## src/design/cmh_ram.sv

```systemverilog
// Simple dual-port synchronous RAM, one write and one registered read port.
// No package dependency.
`timescale 1ns / 1ps

module cmh_ram #(
    parameter int ADDR_BITS = 6,
    parameter int DATA_BITS = 32
) (
    input  logic                 i_clk,
    input  logic                 i_we,
    input  logic [ADDR_BITS-1:0] i_waddr,
    input  logic [DATA_BITS-1:0] i_wdata,
    input  logic [ADDR_BITS-1:0] i_raddr,
    output logic [DATA_BITS-1:0] o_rdata
);

    logic [DATA_BITS-1:0] r_mem [2**ADDR_BITS];

    // Write port
    always_ff @(posedge i_clk) begin
        if (i_we) begin
            r_mem[i_waddr] <= i_wdata;
        end
    end

    // Registered read port
    always_ff @(posedge i_clk) begin
        o_rdata <= r_mem[i_raddr];
    end

endmodule

```

## config.mk

```make
export PLATFORM = sky130hd
export DESIGN_NAME = cmh_ram
export DESIGN_NICKNAME = d
export VERILOG_FILES = /design/src/design/cmh_ram.sv
export SDC_FILE = /design/constraint.sdc
export NUM_CORES = 2
export LEC_CHECK = 0
export BUFFER_PORTS_ARGS = -buffer_cell sky130_fd_sc_hd__buf_2
export CAP_MARGIN = 20
export CORE_MARGIN = 1.5
export CORE_UTILIZATION = 40
export DETAILED_ROUTE_END_ITERATION = 16
export GPL_ROUTABILITY_DRIVEN = 0
export SYNTH_ARGS = -nofsm -noshare
export SYNTH_HDL_FRONTEND = slang
export SYNTH_SLANG_ARGS = --single-unit
export TNS_END_PERCENT = 30
```

## constraint.sdc

```tcl
create_clock -name i_clk -period 4.6 [get_ports i_clk]
set_clock_uncertainty 0.15 [all_clocks]
set_input_delay 0.92 -clock i_clk [delete_from_list [all_inputs] [get_ports i_clk]]
set_output_delay 0.92 -clock i_clk [all_outputs]
set_load 0.01 [all_outputs]
```

Word-level counts from Yosys, hierarchy flattened
Memory sizes are Yosys's and may differ from the RTL's. A register that Yosys moved wholly into a read port is not among the register bits.
Cells that the tools add are included.
- bits in writable memories: 2048
- flip-flop bits (word level): 0
- bits of input ports: 46
- memories: 1
- memory list (memory ; depth ; bits a word ; rd ports ; clocked after memory_dff ; wr ports ; RTL line ; source):
    r_mem ; 64 ; 32 ; 1 ; 1 ; 1 ; 17 ; logic [DATA_BITS-1:0] r_mem [2**ADDR_BITS];
- mux-type cells: 2
- operator list (operator ; count):
    $mux W1 ; 2

Depth between registers and ports, before layout
- depth after elaboration: 2
- depth in mapped cells: 10
- mapped depth without buffers: 5

Worst setup path before layout
OpenSTA, ideal clock, no wires.
- path type: input to register
- start point: input port i_waddr[3]
- end point: memory r_mem[48][0], enable pin
- required time: 3989 ps
- path slack: 370 ps
- arrival: 3619 ps
- path buffers: 1
- stages: 4
- path through: clkbuf_1 -> nor2b_1 -> nand4b_1 -> nor3_1
- RTL lines (element ; RTL line ; source):
    from (decl) ; 11 ; input logic [ADDR_BITS-1:0] i_waddr,
    to (decl) ; 17 ;
Straight into the memory's write port.

==> out/metrics.cfg <==
[status]
status=finished clean

[synth]
synthTopCellsByArea=edfxtp_1, mux4_2, mux2i_1
syn-num-nets=3370
yosysWarnings=0
netlist_area_mm2=0.0785
synth_top_area_share_pct=78.3
ys_seq_elements=2080
yosysSeqAreaShare_pct=79.1
synth_area_per_cell_um2=23.6
ys_types=34
yosys.area.top_type=edfxtp_1
syn_inst=3324

[floorplan]
die_h_um=446
core_mm2=0.195
die-width_um=446
ios=78
initial_utilization_pct=40.3
dieArea_mm2=0.199
rows=162

[place]
post-place-ws_ps=488
io_buffers=77
placed_cells=6033
hpwl_um=117000
placed_cell_area_mm2=0.0838

[grt]
met1_usage_pct=28.8
overflow=0
grt_max_degree=74
antenna_found_initial=18
use_met2_pct=33.1
grt_util_met3_pct=3.32
gr-max-usage-layer=met2
grt_pass1_vias=37259
grt_pass1_wl_um=286000
grt_usage_pct=20.4

[critical_path]
worst_ep_arrival_time_ps=3790
end_kind=register
r2r.worst_path.cells=4
path_delay_family=multiplexers
criticalPathCategory=input pin to register
cp_slowest_cell=o22ai_1
cp-start-kind=input pin
cpMostUsedCell=mux4_2
cp.depth=6
rr_startpoint=r_mem[3][30]$_DFFE_PP_
cp_num_buf_inv=2
timing.rr.end=o_rdata[30]$_DFF_P_
cp-endpoint=o_rdata[30]$_DFF_P_
timing.reg2reg.setup_slack_ps=2140
path_max_fanout=49
cpPeakStageDelay_ps=700
crit_start=i_raddr[0]
worstPathCellList=buf_8 -> buf_12 -> mux4_2 -> mux4_2 -> o22ai_1 -> nor2_1
critPathRequiredTime_ps=5130

[timing]
hold_violations=0
holdWs_ps=232
timing.max_slew.rel_slack_pct=28.7
worst_slew_pin_slew_ps=1070
finalMaxSlewViolations=0
rsz0062_at_grt=no
finalSetupTns_ps=0
finalSetupViolCount=0
layout_min_cycle_time_ps=3260
clock.fmax_ghz=0.307
fin_crit_sh_pct=70.9
setup_ws_ps=1340

[power_and_ir_drop]
power_density_mw_per_mm2=434
ir_worst_vdd_v=0.000362
power.total_mw=39.4
leakagePower_nw=28.2

[clock_tree]
cts_num_sinks=2080
clockBufferDepth=3
clk_latency_ps=840
htreeDepth=4
post_cts_buffers=0
cts_tree=built
ctsResizeCount=0
ctsRootBufferMaster=clkbuf_16
cts_buffers=205
ctsHoldBuffers=0
clkTransAtPathRegs_ps=60

[run]
cap_violations=0

[cells_and_area]
multi_input_area_mm2=0.0160
post-route-cell-area_mm2=0.0908
n_fill_cell=16025
drive_gt1_share_pct=31.4
fin_nets=3682
stdcell_count=6441
seq_area_mm2=0.0621
syn_to_final_growth_pct=15.7
final_core_util_pct=46.6

[detailed_routing]
vias=36836
drc=0
wl_per_cell_um=31.4
drt_wl_total_um=203000
via_per_inst=5.72
antenna_left=0
initialDrtViolationCount=4397
detailedRoute.firstPassIterationCount=5

[min_path]
hold_path_class=input pin to register

-- cell type report --
| type | count | area share (%) |
|---|---|---|
| flip-flops and latches | 2080 | 68.4 |
| well taps | 2624 | 3.62 |
| clock buffers | 266 | 6.16 |
| repair buffers | 287 | 3.08 |
| clock inverters | 113 | 1.11 |
| diodes | 9 | 0.0248 |
| multi-input cells | 1062 | 17.6 |
-- cell usage in the layout, fill, tap and decap left out, types with 40 or more instances in the layout --
| master | instances |
|---|---|
| mux4_2 | 544 |
| clkbuf_16 | 207 |
| buf_12 | 64 |
| clkinv_1 | 43 |
| buf_2 | 73 |
| nor2_1 | 75 |
| clkbuf_1 | 40 |
| a21oi_1 | 62 |
| nor2_4 | 62 |
| buf_4 | 146 |
| mux2i_1 | 93 |
| edfxtp_1 | 2048 |
| o22ai_1 | 84 |
-- Yosys cell counts --
cell         n
or3_1        3
buf_2       57
dfxtp_1     32
and2_1       2
edfxtp_1  2048
o221ai_1    27
mux2i_1     93
nor2b_1     15
nand3b_1     5
or2_1        1
or3b_2       3
nand3_1      5
nand2_1     26
buf_4       25
buf_6        5
nand4_1      2
or2_2        1
o32ai_1      4
a311oi_1     8
nand2b_1     8
nor2_1     137
nor3_1       7
a31oi_1      1
buf_1       21
o22ai_1     84
nand4b_1     1
a21oi_1     62
clkbuf_1    74
a41o_1       4
or2_0        1
or3b_1       2
and3_1       4
mux4_2     544
a22oi_1     12
-- how the worst min path moves through the flow --
stage                       startpoint                       to  slack [ps]  cells after the start
3_3_place_gp   r_mem[28][17]$_DFFE_PP_      o_rdata[17]$_DFF_P_         580                      4
5_1_grt                    i_wdata[15]  r_mem[56][15]$_DFFE_PP_         190                      1
2_1_floorplan  r_mem[12][17]$_DFFE_PP_      o_rdata[17]$_DFF_P_         510                      4
6_report                   i_wdata[15]  r_mem[56][15]$_DFFE_PP_         230                      1
4_1_cts                     i_wdata[5]   r_mem[12][5]$_DFFE_PP_         190                      1
3_5_place_dp    r_mem[13][8]$_DFFE_PP_       o_rdata[8]$_DFF_P_         590                      4
-- registers in the layout (all words and copies together), names as in the netlist --
register and count:
o_rdata 32, r_mem 2048
-- worst register-to-register path, stage by stage, from the launching register on --
cell	delay [ps]
edfxtp_1	360
mux4_2	480
mux4_2	520
o22ai_1	700
nor2_1	110
-- per-layer routing --
metal,part of all wire [%],vias up
met3,7.2,245
met2,49,1509
met4,2.2,6
li1,-,14934
met1,41,20142
met5,0.019,-
-- report_power, final --
part           leakage (nW)  switching, mW  internal, mW
Clock                  3.23           7.04          9.35
Combinational          6.29           1.19         0.770
Sequential             18.7          0.116          21.0
-- kinds of logic after synthesis --
logic type,Yosys count,share of synthesized area [%]
AOI/OAI and AO/OA,202,1.67
muxes,637,16.8
buffers and inverters,182,1.13
DFF,2080,79.1
and+or+nand+nor,223,1.27
Power figures use the tool's default switching activity.
