--- config.mk ---
export PLATFORM = sky130hd
export DESIGN_NAME = cmh_framer
export DESIGN_NICKNAME = d
export VERILOG_FILES = /design/src/design/cmh_pkg.sv /design/src/design/cmh_framer.sv
export SDC_FILE = /design/constraint.sdc
export NUM_CORES = 1
export LEC_CHECK = 0
export ABC_AREA = 1
export BUFFER_PORTS_ARGS = -buffer_cell sky130_fd_sc_hd__buf_2
export CORE_ASPECT_RATIO = 1.75
export CORE_MARGIN = 2
export CORE_UTILIZATION = 62
export DETAILED_ROUTE_END_ITERATION = 12
export HOLD_SLACK_MARGIN = 0.15
export PLACE_DENSITY = 0.85
export SYNTH_ARGS = -nofsm -noshare
export SYNTH_HDL_FRONTEND = slang
export SYNTH_SLANG_ARGS = --single-unit
--- constraint.sdc ---
create_clock -name i_clk -period 4.22 [get_ports i_clk]
set_clock_uncertainty 0.1 [all_clocks]
set_input_delay 0.844 -clock i_clk [delete_from_list [all_inputs] [get_ports i_clk]]
set_output_delay 0.844 -clock i_clk [all_outputs]
set_load 0.05 [all_outputs]
--- src/design/cmh_pkg.sv ---
// Shared types, constants and helper functions for the codon Markov histogram.
// No dependencies; every other file but cmh_ram imports this package.
`timescale 1ns / 1ps

package cmh_pkg;

    localparam int COUNT_BITS    = 32;
    localparam int POSITION_BITS = 31;
    localparam int CMD_BITS      = 3;
    localparam int CHAR_BITS     = 8;
    localparam int CODON_BITS    = 6;
    localparam int PAIR_BITS     = 2 * CODON_BITS;
    localparam int OUT_BITS      = 32;

    localparam logic [POSITION_BITS-1:0] POS_MAX   = {POSITION_BITS{1'b1}};
    localparam logic [COUNT_BITS-1:0]    COUNT_MAX = {COUNT_BITS{1'b1}};
    localparam logic [COUNT_BITS-1:0]    PAIR_SEED = COUNT_BITS'(1);
    localparam logic [1:0]               LAST_PHASE = 2'd2;

    typedef enum logic [CMD_BITS-1:0] {
        CMD_BASE      = 3'd0,
        CMD_START     = 3'd1,
        CMD_RD_SINGLE = 3'd2,
        CMD_RD_PAIR   = 3'd3,
        CMD_RD_TOTAL  = 3'd4
    } t_cmd;

    typedef enum logic [1:0] {
        ST_CLEAR,
        ST_IDLE,
        ST_UPDATE,
        ST_READ
    } t_state;

    // Completed codon, as seen by the count update logic
    typedef struct packed {
        logic                  done;
        logic                  valid;
        logic                  pair_ok;
        logic [CODON_BITS-1:0] codon;
        logic [PAIR_BITS-1:0]  pair_addr;
    } t_codon_evt;

    // Bit 2 flags a valid base; low bits T=0 C=1 A=2 G=3
    function automatic logic [2:0] encode_base(input logic [CHAR_BITS-1:0] ch);
        logic [2:0] code;
        case (ch)
            "t", "T": code = 3'b100;
            "c", "C": code = 3'b101;
            "a", "A": code = 3'b110;
            "g", "G": code = 3'b111;
            default:  code = 3'b000;
        endcase
        return code;
    endfunction

    // Saturating increment
    function automatic logic [COUNT_BITS-1:0] bump(input logic [COUNT_BITS-1:0] v);
        return (v == COUNT_MAX) ? v : v + COUNT_BITS'(1);
    endfunction

    // Clip a count to the result width
    function automatic logic [OUT_BITS-1:0] clip_out(input logic [COUNT_BITS-1:0] v);
        logic [OUT_BITS-1:0] r;
        if (COUNT_BITS > OUT_BITS) begin
            r = ((v >> OUT_BITS) != '0) ? {OUT_BITS{1'b1}} : OUT_BITS'(v);
        end else begin
            r = OUT_BITS'(v);
        end
        return r;
    endfunction

endpackage

--- src/design/cmh_framer.sv ---
// Reading frame: coding window, base position, held bases and previous codon.
// Depends on cmh_pkg for the codon event type and base encoding.
`timescale 1ns / 1ps

module cmh_framer import cmh_pkg::*; (
    input  logic                     i_clk,
    input  logic                     i_rst_n,
    input  logic                     i_base_fire,
    input  logic                     i_start_fire,
    input  logic                     i_reverse,
    input  logic [CHAR_BITS-1:0]     i_base_char,
    input  logic [POSITION_BITS-1:0] i_window_start,
    input  logic [POSITION_BITS-1:0] i_window_end,
    output t_codon_evt               o_evt
);

    logic [1:0]               r_phase,     n_phase;
    logic [2:0]               r_held0,     n_held0;
    logic [2:0]               r_held1,     n_held1;
    logic                     r_prev_vld,  n_prev_vld;
    logic [CODON_BITS-1:0]    r_prev,      n_prev;
    logic [POSITION_BITS-1:0] r_pos,       n_pos;
    logic [POSITION_BITS-1:0] r_win_start, n_win_start;
    logic [POSITION_BITS-1:0] r_win_end,   n_win_end;

    logic       in_window;
    logic [2:0] code;
    logic [2:0] b0, b1, b2;
    t_codon_evt evt;

    assign in_window = (r_pos >= r_win_start) && (r_pos < r_win_end);
    assign code      = encode_base(i_base_char);

    // Assemble the codon, reverse-complementing when asked
    always_comb begin
        if (i_reverse) begin
            b0 = code    ^ 3'b010;
            b1 = r_held1 ^ 3'b010;
            b2 = r_held0 ^ 3'b010;
        end else begin
            b0 = r_held0;
            b1 = r_held1;
            b2 = code;
        end
        evt.done      = i_base_fire && in_window && (r_phase == LAST_PHASE);
        evt.valid     = b0[2] & b1[2] & b2[2];
        evt.codon     = {b0[1:0], b1[1:0], b2[1:0]};
        evt.pair_ok   = evt.valid && r_prev_vld;
        evt.pair_addr = i_reverse ? {evt.codon, r_prev} : {r_prev, evt.codon};
    end

    assign o_evt = evt;

    // Advance frame on each base, reload on start
    always_comb begin
        n_phase     = r_phase;
        n_held0     = r_held0;
        n_held1     = r_held1;
        n_prev_vld  = r_prev_vld;
        n_prev      = r_prev;
        n_pos       = r_pos;
        n_win_start = r_win_start;
        n_win_end   = r_win_end;
        if (i_start_fire) begin
            n_phase     = 2'd0;
            n_held0     = 3'b000;
            n_held1     = 3'b000;
            n_prev_vld  = 1'b0;
            n_pos       = '0;
            n_win_start = i_window_start;
            n_win_end   = i_window_end;
        end else if (i_base_fire) begin
            if (in_window) begin
                if (evt.done) begin
                    n_phase    = 2'd0;
                    n_prev_vld = evt.valid;
                    n_prev     = evt.codon;
                end else begin
                    if (r_phase[0]) begin
                        n_held1 = code;
                    end else begin
                        n_held0 = code;
                    end
                    n_phase = r_phase + 2'd1;
                end
            end
            if (r_pos != POS_MAX) begin
                n_pos = r_pos + POSITION_BITS'(1);
            end
        end
    end

    always_ff @(posedge i_clk) begin
        if (!i_rst_n) begin
            r_phase     <= 2'd0;
            r_held0     <= 3'b000;
            r_held1     <= 3'b000;
            r_prev_vld  <= 1'b0;
            r_prev      <= '0;
            r_pos       <= '0;
            r_win_start <= '0;
            r_win_end   <= POS_MAX;
        end else begin
            r_phase     <= n_phase;
            r_held0     <= n_held0;
            r_held1     <= n_held1;
            r_prev_vld  <= n_prev_vld;
            r_prev      <= n_prev;
            r_pos       <= n_pos;
            r_win_start <= n_win_start;
            r_win_end   <= n_win_end;
        end
    end

endmodule

Word-level counts from Yosys, hierarchy flattened:

Index checks and enable logic that the tools add are counted.

* mux-type cells: 6
* add/sub/neg operators: 2
* order comparisons: 2
* reduce and logical (&&, ||, !) cells: 15
* bitwise gates (word level): 9
* eq/ne operators: 10

Operator list (number)
* 8-bit by 7-bit == test with 1-bit output, second input constant: 8
* 31-bit by 1-bit adder with 31-bit output, second input constant: 1
* 31-bit >= comparator: 1
* 31-bit less-than comparator: 1
* 31-bit inequality test, second input constant: 1
* 12-bit 2-to-1 mux: 1
* 3-bit one-hot mux with 4 select lines: 1
* 4-bit AND reduction: 3
* 2-bit OR reduction: 5
* 1-bit NOT: 7
* 3-bit 2-to-1 mux: 2
* 1-bit logical AND: 4
* 2-bit 2-to-1 mux: 2
* 2-bit AND reduction: 2
* 3-bit AND reduction: 1
* 2-bit by 1-bit adder with 2-bit output, second input constant: 1
* 1-bit AND: 2
* 2-bit == test, second input constant: 1

* output and inout bits: 21
* flip-flop bits (word level): 108
* input bits: 75
* logic and storage cells: 52

Longest topological paths before layout:

Gate-level depths: netlist of the first run.

* word-level depth: 8
* mapped depth: 16
* mapped depth without buffers: 16

Worst setup path before layout of the first run:

No wires, ideal clock.

* path kind: input port to output port
* start: input i_base_char[6]
* end: output o_evt[0] in the netlist's numbering
* data required time: 3.276 ns
* setup slack: 0.756 ns
* cell stages on the path: 6
* arrival time: 2.520 ns
* buffers on the path: 0
* cells stage by stage: inv_1 > nor2_1 > nand2_1 > nor4_1 > nor2_1 > o21ai_0

RTL lines
* start: declaration: line cmh_framer.sv:11 `input logic [CHAR_BITS-1:0] i_base_char,`
* end: declaration: line cmh_framer.sv:14 `output t_codon_evt o_evt`

==> results by group, run 1 <==
Run status
  – Status: finished clean

Clocking
  – # hold bufs at CTS: 0
  – CTS root buffer: clkbuf_16
  – CTS Sinks: 108
  – Worst-skew pair later-pin latency: 0.35 ns
  – Post_cts resized: 0
  – CTS tree: yes
  – Postcts setup bufs: 0
  – CTS Buf Count: 9
  – Depth of the CTS H-tree: 3
  – Clock slew seen by the registers of the worst setup and hold paths: 0.07 ns
  – Clock buffer depth: 2

Logic synthesis
  – Post-synth ARST share: 0
  – Post-Syn Area: 6416 µm²
  – Netlist cell types: 42
  – Register bit count reported by yosys: 108
  – Number of enable flip-flop cells after synthesis: 0
  – Syn Inst Count: 921
  – Sequential cell area fraction in the yosys report: 0.3370
  – Yosys warning count: 0
  – Dominant synthesized flop cell: dfxtp_1
  – Post-Syn Area per Cell: 6.967 µm²
  – Synthesized Nets: 1059

Run
  – Max_cap viols: 0

Final layout
  – Final #Nets: 1138
  – Post-Layout Cell Count: 1131
  – Number of diodes: 0
  – Share of layout cells above drive strength 1: 0.1544
  – Area Growth Syn to Fin: 13.14%
  – Fill count: 882

STA
  – Minimum clock period: 3.601 ns
  – Tcrit/Tclk final: 0.8534
  – Final slew viol count: 0
  – RSZ-0062 raised after global routing: no
  – Fin Setup TNS: 0 ns
  – Max Clk Rate: 0.2777 GHz
  – Worst-margin pin slew: 0.6047 ns
  – Max_slew headroom: 0.5969
  – Fin. Hold Viols: 0
  – Final setup violation count: 0

Route
  – Vias/cell: 5.333
  – DR vias: 6032
  – Routed Antenna Nets: 0
  – Initial drt markers: 357
  – First drt pass iteration count: 4
  – Drt wl/cell: 13.11 µm
  – Routed WL: 14.82 mm
  – Residual DRC: 0

Global routing
  – Global-route wire length before repair: 24.49 mm
  – GR Util All Layers: 0.2748
  – Initial antenna violation count: 0
  – Pin count of the biggest net entering global routing: 65
  – Vias in the first global route: 5652
  – Grt ovf: 0

Place
  – Placer Congestion: 0.9024
  – Port bufs: 94
  – Final HPWL DP: 11.14 mm
  – Placed Cells: 1116

Critical path
  – Flop-to-flop setup slack: 1.79 ns
  – CP Capture Type: output pin
  – Setup CP Type: reg -> out
  – Startpoint Class: register
  – FF-to-FF End: r_prev[4]
  – Reg2Reg Depth: 13
  – Crit Reg-Reg Startpoint: r_pos[2]
  – CP Max Fanout: 9
  – Arr. time, crit path: 2.66 ns
  – Critical Path RT: 3.28 ns

Power
  – Power per Cell Area: 303.0 nW/µm²
  – Total power: 0.002200 W
  – Worst IR Drop VDD: 0.0002179 V
  – Lkg Pwr: 3.679 nW

Floorplanning
  – Die X: 80.90 µm
  – Die Y: 138.6 µm
  – Die area: 11210 µm²
  – Rows: 49
  – I/O pin total: 96
  – CORE AREA: 10180 µm²
  – Initial core utilization: 0.6304

Hold path
  – Hold depth: 2
  – Hold Path End: r_phase[1]
  – Worst hold path class: reg -> reg
  – Worst Hold Launch: r_phase[1]
## per-layer routing
layer / GRT usage / vias up / wire length [µm]
met1: 0.2891 / 2700 / 5708
met4: 0.1418 / 0 / 652
met5: 0 / - / 0
met2: 0.4989 / 146 / 7920
met3: 0.05143 / 47 / 541
li1: - / 3139 / -
## kinds of logic (layout without fill, tap and decap cells)
| logic type | count (synthesis) | after routing | synth area share |
|---|---|---|---|
| fa+ha+maj | 63 | 63 | 0.1229 |
| simple gates | 352 | 352 | 0.2549 |
| compound gates | 205 | 205 | 0.1652 |
| buf+inv | 187 | 270 | 0.1119 |
| xor+xnor | 6 | 6 | 0.008192 |
| flops | 108 | 108 | 0.3370 |
## state kept, by name, indices dropped and copies added, names as in the netlist
register and count:
r_held0 3, r_win_start 31, r_pos 31, r_prev_vld 1, r_prev 6, r_win_end 31
r_held1 3, r_phase 2
## cells in the mapped netlist, types with 3 or more instances
master | n | share of area
inv_1 | 148 | 0.087
nand2_1 | 173 | 0.10
nand3_1 | 28 | 0.022
xnor2_1 | 3 | 0.0041
dfxtp_1 | 108 | 0.34
xor2_1 | 3 | 0.0041
buf_1 | 3 | 0.0018
nand2_2 | 8 | 0.0078
inv_2 | 7 | 0.0041
o21ai_1 | 6 | 0.0047
nand3_2 | 3 | 0.0047
buf_4 | 3 | 0.0035
nor3_1 | 18 | 0.014
nor2_4 | 4 | 0.0070
nor3b_2 | 3 | 0.0059
a31oi_1 | 4 | 0.0039
nor2_1 | 83 | 0.049
o21ai_0 | 81 | 0.063
nand3b_1 | 3 | 0.0035
clkbuf_1 | 23 | 0.013
nand4_1 | 11 | 0.011
nor3_2 | 5 | 0.0078
nor2_2 | 3 | 0.0029
a21oi_1 | 105 | 0.082
ha_1 | 63 | 0.12
## where the power goes
part	leakage (nW)	total, W	internal [W]	switching (W)
clock network	0.148	0.000883	0.000515	0.000368
registers	0.887	0.00107	0.00106	0.0000121
logic	2.64	0.000244	0.0000881	0.000156
total	3.68	0.00220	0.00166	0.000536
## placed cells by master, fill, tap and decap left out, types with 3 or more instances in the layout
cell / synthesis / routed
nor3_1: 18 / 18
nor3b_2: 3 / 3
xnor2_1: 3 / 3
nor3_2: 5 / 5
nand3_1: 28 / 28
buf_4: 3 / 5
nand2_2: 8 / 8
buf_2: 2 / 94
nor2_4: 4 / 4
nor2_1: 83 / 83
clkbuf_16: 0 / 9
nand3_2: 3 / 3
dfxtp_1: 108 / 108
nand3b_1: 3 / 3
nand4_1: 11 / 11
a21oi_1: 105 / 105
inv_1: 148 / 147
o21ai_0: 81 / 81
xor2_1: 3 / 3
inv_2: 7 / 7
o21ai_1: 6 / 6
nor2_2: 3 / 3
nand2_1: 173 / 173
a31oi_1: 4 / 4
ha_1: 63 / 63
## through the flow
step | setup WS [ns] | hold WS, ns | utilization | cell area, µm²
after floorplan | 0.7564 | 0.3269 | - | 6416
after global placement | 1.087 | 0.3359 | 0.6832 | 6953
after detailed placement | 1.033 | 0.3453 | 0.6832 | 6953
after CTS | 0.6265 | 0.3556 | 0.7133 | 7259
after global routing | 0.4595 | 0.3855 | 0.7133 | 7259
final | 0.6185 | 0.3599 | 0.7133 | 7259
## worst max path at each step
stage / slack (ns) / depth (start not counted) / from / endpoint
2_1_floorplan: 0.76 / 6 / i_base_char[6] / o_evt[0]
3_3_place_gp: 1.09 / 11 / r_pos[2] / o_evt[20]
3_5_place_dp: 1.03 / 11 / r_pos[2] / o_evt[20]
4_1_cts: 0.63 / 11 / r_pos[2] / o_evt[20]
5_1_grt: 0.46 / 11 / r_pos[2] / o_evt[20]
6_report: 0.62 / 11 / r_pos[2] / o_evt[20]
## area by class of cell
class                   instances  area, µm²  share of cell area
flip-flops and latches        108       2162              0.2978
inverters                     156      588.1             0.08101
clock inverters                 5      77.57             0.01069
repair buffers                 99      508.0             0.06998
clock buffers                  10      229.0             0.03154
well taps                     127      158.9             0.02189
multi-input cells             626       3536              0.4871
## critical path, cell delays in order, from the launching register on
cell	delay (ns)
dfxtp_1	0.53
ha_1	0.31
a21oi_1	0.15
nand2_1	0.09
nand2_1	0.07
nand2_1	0.05
nand2_1	0.06
nand2_1	0.11
a21oi_2	0.20
nand3_4	0.19
nor2_4	0.24
buf_2	0.31
No activity file was read; power rests on OpenSTA's default activity.
==> inputs of run 2 (changes only) <==
==> constraint.sdc (replaced) <==
create_clock -name i_clk -period 4.22 [get_ports i_clk]
set_clock_uncertainty 0.1 [all_clocks]
set_input_delay 0.844 -clock i_clk [delete_from_list [all_inputs] [get_ports i_clk]]
set_output_delay 0.844 -clock i_clk [all_outputs]
set_load 0.02 [all_outputs]
==> run 2 against run 1 <==
Sequential cell count unchanged; non-clock buffer count is the same; critical path depth is the same; largest cell class unchanged; total power is 6.8% higher; hold slack lost 0.0073 ns.
==> results by group, run 2 (same netlist as run 1, synthesis figures left out) <==
Run status
  – Status: finished clean

Power
  – Int Power: 0.001818 W (+9.3%)
  – Comb pwr share: 0.102 (-0.009)
  – Clock power frac: 0.442 (+0.041)
  – Worst IR Drop VDD: 0.0002178 V (about the same)
  – Lkg Pwr: 3.713 nW (+0.91%)
  – NetSw: 0.0005321 W (-0.76%)
  – Power per Cell Area: 320.8 nW/µm² (+5.9%)
  – Sw Ratio: 0.2264 (-0.01731)
  – Power share of the sequential group: 0.456 (-0.032)

Clocking
  – # hold bufs at CTS: 0 (unchanged)
  – Clock buffer depth: 2 (unchanged)
  – CTS Sinks: 108 (unchanged)
  – CTS Buf Count: 9 (unchanged)
  – Worst-skew pair later-pin latency: 0.35 ns (about the same)
  – Post_cts resized: 0 (unchanged)
  – Clock slew seen by the registers of the worst setup and hold paths: 0.07 ns (about the same)
  – Depth of the CTS H-tree: 3 (unchanged)
  – Postcts setup bufs: 0 (unchanged)
  – CTS tree: yes
  – CTS root buffer: clkbuf_16

Place
  – Final HPWL DP: 11.13 mm (about the same)
  – Placed Cells: 1116 (unchanged)
  – Port bufs: 94 (unchanged)
  – Placer Congestion: 0.9026 (about the same)

Hold path
  – Worst Hold Launch: r_phase[1]
  – Worst hold path class: reg -> reg

Global routing
  – Grt ovf: 0 (unchanged)
  – GR Util All Layers: 0.2820 (+0.007272)
  – Initial antenna violation count: 0 (unchanged)
  – Vias in the first global route: 5682 (+0.53%)
  – Global-route wire length before repair: 25.01 mm (+2.1%)
  – Pin count of the biggest net entering global routing: 65 (unchanged)

Floorplanning
  – CORE AREA: 10180 µm² (unchanged)
  – I/O pin total: 96 (unchanged)
  – Die Y: 138.6 µm (unchanged)
  – Die area: 11210 µm² (unchanged)
  – Initial core utilization: 0.6304 (unchanged)
  – Rows: 49 (unchanged)
  – Die X: 80.90 µm (unchanged)

STA
  – Max_slew headroom: 0.5831 (-0.01374)
  – Max Clk Rate: 0.2843 GHz (+2.4%)
  – Fin Setup TNS: 0 ns (unchanged)
  – Final setup violation count: 0 (unchanged)
  – Minimum clock period: 3.517 ns (-0.08423 ns)
  – Worst-margin pin slew: 0.6224 ns (+0.01771 ns)
  – Final slew viol count: 0 (unchanged)
  – Fin. Hold Viols: 0 (unchanged)
  – RSZ-0062 raised after global routing: no
  – Tcrit/Tclk final: 0.8335 (-0.01996)

Critical path
  – Startpoint Class: register
  – Setup crit start: r_pos[2]
  – CP Max Fanout: 9 (unchanged)
  – Setup CP Type: reg -> out
  – Flop-to-flop setup slack: 1.78 ns (about the same)
  – Critical Path RT: 3.28 ns (about the same)
  – CP Capture Type: output pin
  – Crit Reg-Reg Startpoint: r_pos[2]
  – Arr. time, crit path: 2.57 ns (-0.09 ns)

Route
  – Initial drt markers: 357 (unchanged)
  – Routed Antenna Nets: 0 (unchanged)
  – Drt wl/cell: 13.53 µm (+3.3%)
  – First drt pass iteration count: 5 (+1)
  – Residual DRC: 0 (unchanged)
  – Vias/cell: 5.380 (+0.88%)
  – Routed WL: 15.31 mm (+3.3%)
  – DR vias: 6085 (+0.88%)

Final layout
  – Finished Core Util: 0.7198 (+0.006516)
  – Final #Nets: 1138 (unchanged)
  – Area Growth Syn to Fin: 14.18%
  – Post-Layout Cell Count: 1131 (unchanged)
  – Number of diodes: 0 (unchanged)
  – Commonest non-fill, non-tap cell in the layout: nand2_1
  – Biggest regs: r_pos (31), r_win_end (31), r_win_start (31)
  – Leading cell types in the layout, fill and taps excluded: 173 x nand2_1, 147 x inv_1, 108 x dfxtp_1
  – Share of layout cells above drive strength 1: 0.1554 (+0.0009960)

Run
  – Max_cap viols: 0 (unchanged)
-- run 2: layer usage --
layer  share of wire  track usage  vias up
met3           0.044      0.03385       42
met5               0            0        -
met2            0.53       0.5167      170
li1                -            -     3144
met4           0.042       0.1508        0
met1            0.38       0.3020     2729
-- run 2: power groups by stage --
stage	registers, W	clock network, W	logic [W]
after global placement	0.00109	0	0.000229
after global routing	0.00108	0.00107	0.000276
after floorplan	0.00109	0	0.000159
after CTS	0.00107	0.00105	0.000240
final	0.00107	0.00104	0.000239
after detailed placement	0.00110	0	0.000237
-- run 2: worst paths after layout --
path / end / cells after the start
min reg2reg: r_phase[1] / 2
max reg2reg: r_prev[3] / 13
min: r_phase[1] / 2
max: o_evt[20] / 11
-- run 2: worst max-delay path: stages, from the launching register on --
cell	delay [ns]
dfxtp_1	0.52
ha_1	0.31
a21oi_1	0.15
nand2_1	0.10
nand2_1	0.07
nand2_1	0.05
nand2_1	0.08
nand2_1	0.11
a21oi_2	0.19
nand3_4	0.19
nor2_4	0.25
buf_2	0.21
-- run 2: layout make-up --
class	count	area [µm²]
inverter	156	588.1
multi-input combinational	626	3536
sequential	108	2162
clock buffer	11	252.7
clock inverter	4	120.1
fill	874	2851
tap	127	158.9
timing repair buffer	99	508.0
-- run 2: stage by stage --
| step | hold WS (ns) | cell area (µm²) | power, W | setup WS (ns) |
|---|---|---|---|---|
| finish | 0.3526 | 7326 | 0.002350 | 0.7028 |
| global route | 0.3883 | 7326 | 0.002422 | 0.5630 |
| CTS | 0.3533 | 7326 | 0.002358 | 0.7063 |
| detailed placement | 0.3422 | 6953 | 0.001332 | 1.126 |
| global placement | 0.3364 | 6953 | 0.001323 | 1.180 |
| floorplan | 0.3269 | 6416 | 0.001251 | 1.368 |
